<file path="config.mk">
export PLATFORM = sky130hd
export DESIGN_NAME = cartridge_rtc_register_read_core
export DESIGN_NICKNAME = d
export VERILOG_FILES = /design/src/rtl/crtc_pkg.sv /design/src/rtl/crtc_split.sv /design/src/rtl/crtc_clock.sv /design/src/rtl/cartridge_rtc_register_read_core.sv
export VERILOG_INCLUDE_DIRS = /design/src /design/src/rtl
export SDC_FILE = /design/constraint.sdc
export NUM_CORES = 1
export LEC_CHECK = 0
export BUFFER_PORTS_ARGS = -buffer_cell sky130_fd_sc_hd__buf_2
export CORE_ASPECT_RATIO = 1.4
export CORE_MARGIN = 3
export CORE_UTILIZATION = 54
export DETAILED_ROUTE_END_ITERATION = 10
export PLACE_DENSITY = 0.74
export SYNTH_ARGS = -nofsm -noshare
export SYNTH_HDL_FRONTEND = slang
export SYNTH_SLANG_ARGS = --single-unit
</file>
<file path="constraint.sdc">
create_clock -name i_clk -period 7.45 [get_ports i_clk]
set_clock_uncertainty 0.15 [all_clocks]
set_input_delay 0.745 -clock i_clk [delete_from_list [all_inputs] [get_ports i_clk]]
set_output_delay 0.745 -clock i_clk [all_outputs]
set_load 0.005 [all_outputs]
</file>
<file path="src/rtl/cartridge_rtc_register_read_core_macros.svh">
// Assertion macros for the cartridge clock read core.
// Included by the RTL files that carry concurrent assertions; no other dependencies.
`ifndef CARTRIDGE_RTC_REGISTER_READ_CORE_MACROS_SVH
`define CARTRIDGE_RTC_REGISTER_READ_CORE_MACROS_SVH
`ifndef SYNTH
`define CRTC_ASSERT_IMP(label, clk, rst_n, ante, cons) \
    label: assert property (@(posedge clk) disable iff (!rst_n) (ante) |-> (cons)) \
        else $error("implication check failed");
`define CRTC_ASSERT_NEXT(label, clk, rst_n, ante, cons) \
    label: assert property (@(posedge clk) disable iff (!rst_n) (ante) |=> (cons)) \
        else $error("next-cycle check failed");
`else
`define CRTC_ASSERT_IMP(label, clk, rst_n, ante, cons)
`define CRTC_ASSERT_NEXT(label, clk, rst_n, ante, cons)
`endif
`endif

</file>
<file path="src/rtl/crtc_pkg.sv">
// Shared types, codes and helper functions of the cartridge clock read core.
// No dependencies; imported by every module of the block.
`default_nettype none
package crtc_pkg;

    localparam logic [15:0] PORT_ADDR   = 16'hA000;

    localparam logic [3:0]  MODE_TEST   = 4'hA;
    localparam logic [3:0]  MODE_RAM    = 4'hD;
    localparam logic [3:0]  MODE_RTC    = 4'hC;

    localparam logic [3:0]  SEL_DELTA   = 4'd0;
    localparam logic [3:0]  SEL_BCD     = 4'd1;
    localparam logic [3:0]  SEL_DAY_LO  = 4'd7;
    localparam logic [3:0]  SEL_DAY_HI  = 4'd8;
    localparam logic [3:0]  SEL_MONTH   = 4'd9;

    localparam logic [3:0]  BCD_GROUP   = 4'h4;
    localparam logic [3:0]  BCD_MINUTES = 4'h6;
    localparam logic [3:0]  BCD_HOURS   = 4'h7;

    localparam logic [7:0]  TEST_VALUE  = 8'h01;

    localparam logic [5:0]  SEC_MAX     = 6'd59;
    localparam logic [5:0]  MIN_MAX     = 6'd59;
    localparam logic [5:0]  HOUR_MAX    = 6'd23;
    localparam logic [5:0]  DAY_MAX     = 6'd31;
    localparam logic [3:0]  MONTH_MAX   = 4'd12;

    // Reciprocals for the constant divisions by 60 and by 3600 of a 16-bit count.
    localparam logic [15:0] RECIP_60    = 16'd34953;
    localparam int          SHIFT_60    = 21;
    localparam logic [16:0] RECIP_3600  = 17'd74566;
    localparam int          SHIFT_3600  = 28;

    typedef struct packed {
        logic        action;
        logic        addr_hit;
        logic [3:0]  mode;
        logic [3:0]  sel_main;
        logic [3:0]  sel_high;
        logic [3:0]  sel_low;
        logic [5:0]  sec_add;
        logic [5:0]  min_add;
        logic [4:0]  hr_add;
    } t_item;

    typedef struct packed {
        logic [7:0]  read_data;
        logic        handled;
        logic        ram_request;
        logic [7:0]  ram_offset;
    } t_result;

    function automatic logic [3:0] bcd_tens(input logic [5:0] v);
        logic [10:0] p;
        p = 11'(v) * 11'd26;
        return {1'b0, p[10:8]};
    endfunction

    function automatic logic [3:0] bcd_units(input logic [5:0] v);
        logic [5:0] t;
        t = 6'(bcd_tens(v)) * 6'd10;
        return 4'(v - t);
    endfunction

endpackage
`default_nettype wire

</file>
<file path="src/rtl/crtc_split.sv">
// Input register of the clock read core: captures an item and splits the elapsed count.
// Depends on crtc_pkg for the item type, the port address and the reciprocal constants.
`default_nettype none
module crtc_split
    import crtc_pkg::*;
(
    input  wire logic        i_clk,
    input  wire logic        i_rst_n,
    input  wire logic        i_valid,
    output      logic        o_ready,
    input  wire logic        i_action,
    input  wire logic [15:0] i_elapsed,
    input  wire logic [15:0] i_address,
    input  wire logic [3:0]  i_mode,
    input  wire logic [3:0]  i_sel_main,
    input  wire logic [3:0]  i_sel_high,
    input  wire logic [3:0]  i_sel_low,
    input  wire logic        i_advance,
    output      logic        o_valid,
    output      t_item       o_item
);

    logic        r_valid;
    t_item       r_item;
    t_item       n_item;
    logic [31:0] w_p60;
    logic [32:0] w_p3600;
    logic [10:0] w_q60;
    logic [4:0]  w_q3600;
    logic [15:0] w_q60x;
    logic [10:0] w_q3600x;

    assign w_p60    = 32'(i_elapsed) * 32'(RECIP_60);
    assign w_p3600  = 33'(i_elapsed) * 33'(RECIP_3600);
    assign w_q60    = w_p60[SHIFT_60 +: 11];
    assign w_q3600  = w_p3600[SHIFT_3600 +: 5];
    assign w_q60x   = 16'(w_q60) * 16'd60;
    assign w_q3600x = 11'(w_q3600) * 11'd60;

    always_comb begin
        n_item.action   = i_action;
        n_item.addr_hit = (i_address == PORT_ADDR);
        n_item.mode     = i_mode;
        n_item.sel_main = i_sel_main;
        n_item.sel_high = i_sel_high;
        n_item.sel_low  = i_sel_low;
        n_item.sec_add  = 6'(i_elapsed - w_q60x);
        n_item.min_add  = 6'(w_q60 - w_q3600x);
        n_item.hr_add   = w_q3600;
    end

    assign o_ready = !r_valid || i_advance;

    always_ff @(posedge i_clk) begin
        if (!i_rst_n) begin
            r_valid <= 1'b0;
        end else if (o_ready) begin
            r_valid <= i_valid;
        end
    end

    always_ff @(posedge i_clk) begin
        if (o_ready && i_valid) begin
            r_item <= n_item;
        end
    end

    assign o_valid = r_valid;
    assign o_item  = r_item;

endmodule
`default_nettype wire

</file>
<file path="src/rtl/crtc_clock.sv">
// Calendar clock registers and the read decoder of the clock read core.
// Depends on crtc_pkg for the item and result types, codes and BCD helpers.
`default_nettype none
module crtc_clock
    import crtc_pkg::*;
(
    input  wire logic    i_clk,
    input  wire logic    i_rst_n,
    input  wire t_item   i_item,
    input  wire logic    i_fire,
    output      t_result o_result
);

    logic [5:0] r_seconds, n_seconds;
    logic [5:0] r_minutes, n_minutes;
    logic [4:0] r_hours,   n_hours;
    logic [5:0] r_day,     n_day;
    logic [3:0] r_month,   n_month;
    logic [5:0] r_last,    n_last;

    logic [6:0] w_sec_sum;
    logic       w_sec_carry;
    logic [6:0] w_min_sum;
    logic       w_min_carry;
    logic [5:0] w_hr_sum;
    logic       w_hr_carry;
    logic [5:0] w_day_sum;
    logic [3:0] w_month_inc;
    logic [5:0] w_bcd_src;
    logic       w_bcd_hit;
    logic       w_delta_read;

    always_comb begin
        w_sec_sum   = 7'(r_seconds) + 7'(i_item.sec_add);
        w_sec_carry = (w_sec_sum > 7'(SEC_MAX));
        w_min_sum   = 7'(r_minutes) + 7'(i_item.min_add) + 7'(w_sec_carry);
        w_min_carry = (w_min_sum > 7'(MIN_MAX));
        w_hr_sum    = 6'(r_hours) + 6'(i_item.hr_add) + 6'(w_min_carry);
        w_hr_carry  = (w_hr_sum > HOUR_MAX);
        w_day_sum   = r_day + 6'(w_hr_carry);
        w_month_inc = r_month + 4'd1;
    end

    always_comb begin
        w_bcd_hit = 1'b1;
        w_bcd_src = 6'd0;
        if (i_item.sel_high == BCD_GROUP && i_item.sel_low == BCD_MINUTES) begin
            w_bcd_src = r_minutes;
        end else if (i_item.sel_high == BCD_GROUP && i_item.sel_low == BCD_HOURS) begin
            w_bcd_src = 6'(r_hours);
        end else begin
            w_bcd_hit = 1'b0;
        end
    end

    always_comb begin
        o_result     = '0;
        w_delta_read = 1'b0;
        if (i_item.addr_hit) begin
            unique case (i_item.mode)
                MODE_TEST: begin
                    o_result.handled   = 1'b1;
                    o_result.read_data = TEST_VALUE;
                end
                MODE_RAM: begin
                    o_result.handled = 1'b1;
                    if (i_item.sel_main == SEL_BCD) begin
                        o_result.read_data = w_bcd_hit ? 8'(bcd_tens(w_bcd_src)) : 8'd0;
                    end else begin
                        o_result.ram_request = 1'b1;
                        o_result.ram_offset  = {i_item.sel_high, i_item.sel_low};
                    end
                end
                MODE_RTC: begin
                    o_result.handled = 1'b1;
                    unique case (i_item.sel_main)
                        SEL_DELTA: begin
                            w_delta_read       = 1'b1;
                            o_result.read_data = (r_seconds == 6'd0) ? 8'd0 :
                                8'(r_seconds) - 8'(r_last) - 8'd1;
                        end
                        SEL_BCD: begin
                            o_result.read_data =
                                w_bcd_hit ? 8'(bcd_units(w_bcd_src)) : 8'd0;
                        end
                        SEL_DAY_LO: o_result.read_data = 8'(r_day[3:0]);
                        SEL_DAY_HI: o_result.read_data = 8'(r_day[5:4]);
                        SEL_MONTH:  o_result.read_data = 8'(r_month);
                        default:    o_result.read_data = 8'd0;
                    endcase
                end
                default: o_result = '0;
            endcase
        end
    end

    always_comb begin
        n_seconds = r_seconds;
        n_minutes = r_minutes;
        n_hours   = r_hours;
        n_day     = r_day;
        n_month   = r_month;
        n_last    = r_last;
        if (i_fire && !i_item.action) begin
            n_seconds = w_sec_carry ? 6'(w_sec_sum - 7'd60) : 6'(w_sec_sum);
            n_minutes = w_min_carry ? 6'(w_min_sum - 7'd60) : 6'(w_min_sum);
            n_hours   = w_hr_carry  ? 5'(w_hr_sum - 6'd24)  : 5'(w_hr_sum);
            if (w_day_sum > DAY_MAX) begin
                n_day   = w_day_sum - DAY_MAX;
                n_month = (w_month_inc > MONTH_MAX) ? w_month_inc - MONTH_MAX : w_month_inc;
            end else begin
                n_day   = w_day_sum;
            end
        end else if (i_fire && w_delta_read) begin
            n_last = r_seconds;
        end
    end

    always_ff @(posedge i_clk) begin
        if (!i_rst_n) begin
            r_seconds <= 6'd0;
            r_minutes <= 6'd0;
            r_hours   <= 5'd0;
            r_day     <= 6'd0;
            r_month   <= 4'd1;
            r_last    <= 6'd0;
        end else begin
            r_seconds <= n_seconds;
            r_minutes <= n_minutes;
            r_hours   <= n_hours;
            r_day     <= n_day;
            r_month   <= n_month;
            r_last    <= n_last;
        end
    end

endmodule
`default_nettype wire

</file>
<file path="src/rtl/cartridge_rtc_register_read_core.sv">
// Cartridge clock read port: input register, clock keeper and output register.
// Slave items carry time advances or bus reads; a read yields one item on the master side.
// Throughput is one item per cycle unless a stalled receiver holds back a read result;
// a read result passes through the input register and then the output register.
// A time item (tuser 0) adds its elapsed seconds to the clock and yields no item.
// A read item (tuser 1) yields exactly one result item, in acceptance order.
// The clock update and the read decode are combinational logic between the two registers,
// which allows the rate of one item per cycle.
// While the receiver stalls, the result holds in the output register and time items
// still pass through; the next read item waits in the input register and blocks the rest.
// Reset clears both valid flags and sets the clock to day 0, month 1, 00:00:00.
// Accepting any item needs no warm-up after reset.
`default_nettype none
`include "cartridge_rtc_register_read_core_macros.svh"
module cartridge_rtc_register_read_core
    import crtc_pkg::*;
(
    input  wire logic        i_clk,
    input  wire logic        i_rst_n,
    input  wire logic        i_s_axis_tvalid,
    output      logic        o_s_axis_tready,
    // elapsed_seconds[15:0], address[31:16], mode_flag[35:32], sel_main[39:36],
    // sel_high[43:40], sel_low[47:44]
    input  wire logic [47:0] i_s_axis_tdata,
    // action[0]
    input  wire logic        i_s_axis_tuser,
    output      logic        o_m_axis_tvalid,
    input  wire logic        i_m_axis_tready,
    // read_data[7:0], ram_offset[15:8]
    output      logic [15:0] o_m_axis_tdata,
    // handled[0], ram_request[1]
    output      logic [1:0]  o_m_axis_tuser
);

    logic    w_stage_valid;
    t_item   w_item;
    logic    w_fire;
    logic    w_load;
    t_result w_result;
    logic    r_out_valid;
    t_result r_out;

    crtc_split u_split (
        .i_clk      (i_clk),
        .i_rst_n    (i_rst_n),
        .i_valid    (i_s_axis_tvalid),
        .o_ready    (o_s_axis_tready),
        .i_action   (i_s_axis_tuser),
        .i_elapsed  (i_s_axis_tdata[15:0]),
        .i_address  (i_s_axis_tdata[31:16]),
        .i_mode     (i_s_axis_tdata[35:32]),
        .i_sel_main (i_s_axis_tdata[39:36]),
        .i_sel_high (i_s_axis_tdata[43:40]),
        .i_sel_low  (i_s_axis_tdata[47:44]),
        .i_advance  (w_fire),
        .o_valid    (w_stage_valid),
        .o_item     (w_item)
    );

    crtc_clock u_clock (
        .i_clk    (i_clk),
        .i_rst_n  (i_rst_n),
        .i_item   (w_item),
        .i_fire   (w_fire),
        .o_result (w_result)
    );

    assign w_fire = w_stage_valid && (!w_item.action || !r_out_valid || i_m_axis_tready);
    assign w_load = w_fire && w_item.action;

    always_ff @(posedge i_clk) begin
        if (!i_rst_n) begin
            r_out_valid <= 1'b0;
        end else if (w_load) begin
            r_out_valid <= 1'b1;
        end else if (i_m_axis_tready) begin
            r_out_valid <= 1'b0;
        end
    end

    always_ff @(posedge i_clk) begin
        if (w_load) begin
            r_out <= w_result;
        end
    end

    assign o_m_axis_tvalid = r_out_valid;
    assign o_m_axis_tdata  = {r_out.ram_offset, r_out.read_data};
    assign o_m_axis_tuser  = {r_out.ram_request, r_out.handled};

    `CRTC_ASSERT_IMP(a_ram_needs_handled, i_clk, i_rst_n, r_out_valid && r_out.ram_request, r_out.handled)
    `CRTC_ASSERT_IMP(a_offset_idle_zero, i_clk, i_rst_n, r_out_valid && !r_out.ram_request, r_out.ram_offset == 8'd0)
    `CRTC_ASSERT_NEXT(a_time_no_result, i_clk, i_rst_n, w_fire && !w_item.action && !(r_out_valid && !i_m_axis_tready), !r_out_valid)

endmodule
`default_nettype wire

</file>
==> results_dict.tcl <==
set metrics [dict create \
    grt_use_total_pct 21.53 \
    worst_pin_slew_ns 1.172 \
    synthSimpleGateAreaFrac_pct 9.395 \
    ys_top_cells_by_count "267 x ha_1, 178 x inv_1, 82 x fa_1" \
    antenna_found_initial 0 \
    r2r-start "u_split.o_item[12]" \
    core.rowCount 60 \
    ys.flop_type "edfxtp_1" \
    slew_headroom_pct 21.13 \
    overflow 0 \
    hold_violations 0 \
    p_per_area_nw_per_um2 291.9 \
    drv_slew 0 \
    grt-busiest-layer "met2" \
    synth-edff-count 53 \
    diodes 0 \
    cp.required_ns 7.39 \
    fin_ws_ns 0.4365 \
    cap_violations 0 \
    synthTopCellsByArea "ha_1 31%, fa_1 15%, edfxtp_1 15%" \
    final_nets 1552 \
    synth_top_area_cell "ha_1" \
    numCtsBuffers 9 \
    max_freq_mhz 142.6 \
    reg2reg_slack_ns 0.54 \
    synthAdderAreaFrac_pct 46.53 \
    p_leak_nw 6.003 \
    hpwlAfterDp_um 19140 \
    final_layout_size_suffix_gt1_share_pct 11.69 \
    drc 0 \
    die_w_um 125.0 \
    synth_compound_area_share_pct 9.500 \
    cp_data_arrival_time_ns 6.96 \
    die_h_um 172.6 \
    async_reset_ff_share_pct 0 \
    max-vdd-ir-drop_mv 0.1887 \
    vias 7782 \
    wirelength_um 22590 \
    final-setup-viol-count 0 \
    hp-start "u_clock.r_hours[3]" \
    grt_max_degree 36 \
    ctsHoldBuffers 0 \
    routedWlPerCell_um 16.10 \
    ant_nets 0 \
    hp-class "reg -> reg" \
    status "finished clean" \
    cp_slowest_cell "fa_1" \
    yosysWarnings 0 \
    use_met1_pct 22.83 \
    cts_buffer_depth 2 \
    gp_congestion 0.9025 \
    place_ws_ns 0.08802 \
    fin_crit_ns 7.014 \
    drt_iter0_drc 290 \
    ios 73 \
    start_kind "input pin" \
    avgSynthCellArea_sq_um 10.13 \
    synth_cell_type_count 65 \
    syn_inst 1057 \
    cts_max_level 3 \
    synth_most_common_cell "ha_1" \
    io_buffers 72 \
    grt_pass1_wl_um 38120 \
    die_area_sq_um 21580 \
    final_util_pct 61.41 \
    synth_top_family_by_area "adder cells" \
    netlist_area_sq_um 10710 \
    gr-usage-met2_pct 41.67 \
    path_class "in -> reg" \
    synthXorXnorAreaFrac_pct 4.943 \
    crit_path_start "i_s_axis_tdata[8]" \
    initial_core_util_pct 55.28 \
    totalPowerFinal_w 0.003472 \
    path_common_cell "xnor2_1" \
    dr.pass1.iters 4 \
    insertion_delay_ns 0.34 \
    synthMuxAreaShare_pct 1.426 \
    rsz0062_at_grt "no" \
    synth_top_area_share_pct 31.20 \
    grt_util_met3_pct 2.379 \
    endpoint_kind "flip-flop" \
    via_per_inst 5.547 \
    syn2layout_area_growth_pct 11.09 \
    core_area_sq_um 19370 \
    slowest_delay_ns 0.52 \
    cts_sinks 88 \
    cp_max_fo 4 \
    ys_seq_area_share_pct 21.41 \
    grt_pass1_vias 8351 \
    cts_tree "yes" \
    post-route-period-util_pct 94.14 \
    path_clk_slew_ns 0.06 \
    cts_root_buf "clkbuf_16" \
    syn_nets 1459 \
    synth-seq-cells 88 \
    finalSetupTns_ns 0 \
]
where the power goes:
group | switching, W | internal (W)
clock network | 0.000182 | 0.000311
logic | 0.00120 | 0.00110
registers | 0.0000306 | 0.000647
worst max-delay path, delay by kind of cell:
kind | cells | cell delay, ns
fa+ha+maj | 10 | 3.65
xor+xnor | 8 | 1.21
compound gates | 5 | 0.83
simple gates | 2 | 0.32
buf+inv | 3 | 0.23
through the flow:
| stage | instances | hold slack (ns) | area [sq um] |
|---|---|---|---|
| 2_1_floorplan | 1057 | 0.2988 | 10710 |
| 3_3_place_gp | 1385 | 0.3192 | 11500 |
| 3_5_place_dp | 1385 | 0.3265 | 11500 |
| 4_1_cts | 1401 | 0.3359 | 11830 |
| 5_1_grt | 1403 | 0.3600 | 11900 |
| 6_report | 1403 | 0.3364 | 11900 |
final cells by class:
class | instances | area [sq um]
clock inverter | 5 | 77.57
inverter | 178 | 668.1
fill | 1583 | 7473
timing repair buffer | 96 | 540.5
sequential | 88 | 2292
tap | 248 | 310.3
clock buffer | 11 | 252.7
multi-input combinational | 777 | 7754
repair_timing:
item,in CTS,in global routing
setup buffers,0,2
endpoints found under the setup margin,0,10
gates resized for setup,0,11
endpoints found under the hold margin,0,0
kinds of logic (layout without fill, tap and decap cells):
| logic type | count (synthesis) | after routing |
|---|---|---|
| fa+ha+maj | 349 | 349 |
| simple gates | 198 | 198 |
| buf+inv | 192 | 290 |
| compound gates | 157 | 157 |
| flops | 88 | 88 |
| xor+xnor | 58 | 58 |
| mux | 15 | 15 |
metal layers:
layer / vias to the layer above / wire length [um]
met2: 167 / 12330
met5: - / 0
met4: 0 / 1047
li1: 3847 / -
met3: 60 / 703
met1: 3708 / 8509
layout by cell type (no fill, tap or decap), types with 24 or more instances in the layout:
cell / count
a21oi_1: 44
buf_2: 72
buf_4: 24
dfxtp_1: 35
edfxtp_1: 53
fa_1: 81
ha_1: 267
inv_1: 178
nand2_1: 47
nor2_1: 47
o21ai_0: 34
xnor2_1: 42
state kept, by name (all words and copies together) (netlist names):
register           cells
o_m_axis_tdata        16
o_m_axis_tuser         2
o_m_axis_tvalid        1
u_clock.r_day          6
u_clock.r_hours        5
u_clock.r_last         6
u_clock.r_minutes      6
u_clock.r_month        4
u_clock.r_seconds      6
u_split.o_item        35
u_split.o_valid        1
path summary, 6_finish.rpt:
path,endpoint,cells after the start
max reg2reg,u_clock.r_day[3],32
min reg2reg,u_clock.r_hours[3],2
max,u_split.o_item[10],28
min,u_clock.r_hours[3],2
No activity file was read; power rests on OpenSTA's default activity.
